[src/hdl/prf_pkg.sv]
// Shared types and constants for the packet ring FIFO.
`default_nettype none

package prf_pkg;

    // Width of byte counts and packet lengths (up to 64 bytes).
    localparam int LEN_W = 7;

    typedef enum logic [1:0] {
        OP_APPEND     = 2'd0,
        OP_RD_BYTES   = 2'd1,
        OP_RD_SAMPLES = 2'd2,
        OP_CLEAR      = 2'd3
    } t_op;

    localparam logic [2:0] ST_OK       = 3'd0;
    localparam logic [2:0] ST_EMPTY    = 3'd1;
    localparam logic [2:0] ST_FULL     = 3'd2;
    localparam logic [2:0] ST_TOO_LONG = 3'd3;
    localparam logic [2:0] ST_INACTIVE = 3'd4;
    localparam logic [2:0] ST_ZERO_LEN = 3'd5;

    // Controller -> datapath commands.
    typedef struct packed {
        logic append;     // handle one append transfer
        logic clear;      // empty the ring, answer ok
        logic empty_rsp;  // read of an empty ring
        logic pop;        // pop oldest slot, fetch its length
        logic short_rsp;  // zero-length packet or no whole sample
        logic load;       // load byte and result counts
        logic issue;      // issue one slot byte read
    } t_cmd;

    // Datapath -> controller status.
    typedef struct packed {
        logic ring_empty;
        logic len_zero;
        logic no_sample;
        logic issue_last;
    } t_stat;

endpackage

`default_nettype wire

[src/hdl/prf_ctrl.sv]
// Sequencer for the packet ring FIFO: decodes transfers, steps reads.
`default_nettype none

module prf_ctrl (
    input  wire logic           i_clk,
    input  wire logic           i_rst_n,
    input  wire logic           i_start,
    input  wire prf_pkg::t_op   i_op,
    input  wire prf_pkg::t_stat i_stat,
    output prf_pkg::t_cmd       o_cmd,
    output logic                o_busy
);
    import prf_pkg::*;

    typedef enum logic [1:0] {
        S_IDLE,
        S_LEN,
        S_STREAM,
        S_DRAIN
    } t_state;

    t_state r_state;
    t_state n_state;

    always_comb begin
        n_state = r_state;
        o_cmd   = '0;
        unique case (r_state)
            S_IDLE: begin
                if (i_start) begin
                    unique case (i_op) inside
                        OP_APPEND: o_cmd.append = 1'b1;
                        OP_CLEAR:  o_cmd.clear  = 1'b1;
                        OP_RD_BYTES, OP_RD_SAMPLES: begin
                            if (i_stat.ring_empty) begin
                                o_cmd.empty_rsp = 1'b1;
                            end else begin
                                o_cmd.pop = 1'b1;
                                n_state   = S_LEN;
                            end
                        end
                    endcase
                end
            end
            S_LEN: begin
                if (i_stat.len_zero || i_stat.no_sample) begin
                    o_cmd.short_rsp = 1'b1;
                    n_state         = S_IDLE;
                end else begin
                    o_cmd.load = 1'b1;
                    n_state    = S_STREAM;
                end
            end
            S_STREAM: begin
                o_cmd.issue = 1'b1;
                if (i_stat.issue_last) begin
                    n_state = S_DRAIN;
                end
            end
            S_DRAIN: n_state = S_IDLE;
            default: n_state = S_IDLE;
        endcase
    end

    always_ff @(posedge i_clk) begin
        if (!i_rst_n) begin
            r_state <= S_IDLE;
        end else begin
            r_state <= n_state;
        end
    end

    assign o_busy = (r_state != S_IDLE);

endmodule

`default_nettype wire

[config.mk]
export PLATFORM = sky130hd
export DESIGN_NAME = prf_ctrl
export DESIGN_NICKNAME = d
export VERILOG_FILES = /design/src/hdl/prf_pkg.sv /design/src/hdl/prf_ctrl.sv
export SDC_FILE = /design/constraint.sdc
export NUM_CORES = 1
export LEC_CHECK = 0
export ABC_CLOCK_PERIOD_IN_PS = 2400
export BUFFER_PORTS_ARGS = -buffer_cell sky130_fd_sc_hd__buf_2
export CAP_MARGIN = 20
export CORE_AREA = 10 10 47 49
export DETAILED_ROUTE_END_ITERATION = 8
export DIE_AREA = 0 0 57 59
export SLEW_MARGIN = 20
export SYNTH_ARGS = -nofsm -noshare
export SYNTH_HDL_FRONTEND = slang
export SYNTH_SLANG_ARGS = --single-unit
[constraint.sdc]
create_clock -name i_clk -period 2.4 [get_ports i_clk]
set_input_delay 0.48 -clock i_clk [delete_from_list [all_inputs] [get_ports i_clk]]
set_output_delay 0.48 -clock i_clk [all_outputs]
set_load 0.1 [all_outputs]
==> results.md <==
* Max Freq at between 400 and 500 MHz
* Post-DRT Antenna Nets at 0
* # rows at 14
* Met3 GRT Util at approximately 2.4%
* Synth Register Bits at 2
* Avg Cell Area, Syn at approximately 8.5 um^2
* Global Route met1 Usage at roughly 3.1%
* Final net count at 54
* Detailed Place HPWL at ~540 um
* Number of setup violations in the final report at 0
* Initial core utilization at a little over an eighth
* CTS Root Cell: clkbuf_4
* Vias in the first global route at about 210
* # diodes at 0
* Maximum VDD drop at ~150 uV
* Status: complete, no violations
* Library cells used by synthesis at 15
* Total number of vias at roughly 220
* Post-Place Cell Area at around 320 um^2
* Port Buffers at 16
* Sequential share of the synthesized area at roughly 21%
* Routed WL at between 600 and 700 um
* Slew headroom at about two thirds
* Worst-Margin Slew at 0.4899 ns
* DR WL/cell at approximately 11 um
* Max-slew violation count at 0
* Global-route wire length before repair at ~880 um
* Ports at 17
* Reg2reg path depth at 2
* Synth Instances at 22
* Total gr overflow at 0
* Final min period at 2.048 ns
* Residual DRC at 0
* Syn_nets at 33
* Die ar. at 0.003363 mm^2
* Period utilization at a little under nine tenths
* YS warnings at 0
* Design area at approximately 340 um^2
* Hold path depth at 2
* Min-delay worst type: in2reg
* Worst-path clk slew at approximately 0.03 ns
* Cts hold-fix bufs at 0
* Crit. End Element: primary output
* Core ar. at roughly 0.0014 mm^2
* WS Path Type: in2out
* Post_cts resized at 0
* CP required at about 1.9 ns
* Initial antenna violation count at 0
* MaxCap Viol Count at 0
* CTS H-tree depth at 1
* CP Max Fanout at 2
* Post-Route Skew at about 0.00046 ns
* Power Density at just over 500 mW/mm^2
* Largest net degree at the start of global routing at 9
* TNS Setup at 0 ns
* Drt via density at about 3.9
* Num Clock Sinks at 2
* Worst-Skew Late Latency at around 0.22 ns
* RSZ-0062 raised after global routing: false
* Initial DRC Count at 3
* GP Congestion at approximately 0.6
* Met2 Usage GRT at under 10%
* Final hold violation count at 0
* Chip Height at a little under 60 um
* Startpoint Class: primary input
* Worst path arrival time at 1.57 ns
* 1st-pass router iterations at 4
* Mapped cell area at 186.4 um^2
* Layout cells sized above 1 at between 50% and 60%
* Leakage Power at approximately 0.00019 uW
* Setup repair bufs after CTS at 0
* CTS tree: done
* CTS max path bufs at 2
* Die X at about 57 um
* Tot GR Track Use at roughly 3.6%
* Global route hottest layer: met2
* Area Growth Syn to Fin at 83.22%
* Inserted Clock Buffers at 3
-- critical path, stage by stage --
cell and delay, ns:
buf_2 0.09, inv_1 0.04, ha_1 0.28, nand2_1 0.09, nor4b_2 0.36, buf_12 0.22
-- cells in the final DEF (no fill, tap or decap) --
cell type,instances
clkbuf_4,3
dfxtp_1,2
nor4_2,1
nor4b_2,1
nor2_1,2
nor3b_2,1
nor2b_1,1
buf_2,15
nand4bb_1,1
a21oi_1,1
inv_1,3
nor4b_4,1
o21a_1,1
buf_12,1
nand2b_1,1
and3_1,2
ha_1,2
nand2_1,2
-- stage by stage --
stage	instances	utilization (%)	total power, uW	hold slack (ns)	setup WS (ns)
after floorplan	22	-	85.37	0.5570	-0.6797
after global placement	54	22.77	103.9	0.5946	0.3513
after detailed placement	54	22.77	104.4	0.6100	0.3389
after CTS	57	24.38	183.5	0.4812	0.3396
after global routing	57	24.38	188.0	0.5110	0.2290
final	57	24.38	176.1	0.4897	0.3521
-- where the power goes --
part | internal, uW | leakage, uW | switching [uW]
logic | 17.6 | 0.000155 | 49.2
clock network | 55.0 | 0.0000138 | 17.9
registers | 34.4 | 0.0000162 | 1.95
total | 107 | 0.000185 | 69.1
-- routing by layer --
metal	part of all wire (%)	routed length, um
met5	0	0
met2	55	342
met4	0	0
met1	34	211
met3	11	65
-- Yosys cell counts --
cell / number / area, um^2
a21oi_1: 1 / 5.000
and3_1: 2 / 12.51
dfxtp_1: 2 / 40.04
ha_1: 2 / 25.02
inv_1: 3 / 11.26
nand2_1: 2 / 7.510
nand2b_1: 1 / 6.260
nand4bb_1: 1 / 11.26
nor2_1: 2 / 7.510
nor2b_1: 1 / 6.260
nor3b_1: 1 / 7.510
nor4_1: 1 / 6.260
nor4b_1: 1 / 8.760
nor4b_4: 1 / 23.77
o21a_1: 1 / 7.510
-- kinds of logic after synthesis --
group	count (synthesis)	share of synthesized area [%]
compound gates	2	6.710
fa+ha+maj	2	13.42
buf+inv	3	6.040
simple gates	13	52.36
flops	2	21.48
-- layout make-up --
type                    count  area, um^2
flip-flops and latches      2       40.04
repair buffers             16       95.09
multi-input cells          17       152.6
well taps                  16       20.02
fillers                   171        1060
clock buffers               3       22.52
inverters                   3       11.26
-- path summary, 6_finish.rpt --
check	from	to	slack [ns]
max reg2reg	flop	flop	1.48
min reg2reg	flop	r_state[0]	0.61
max	i_op[0]	o_cmd[4]	0.35
min	i_rst_n	flop	0.49
No activity file was read; power rests on OpenSTA's default activity.
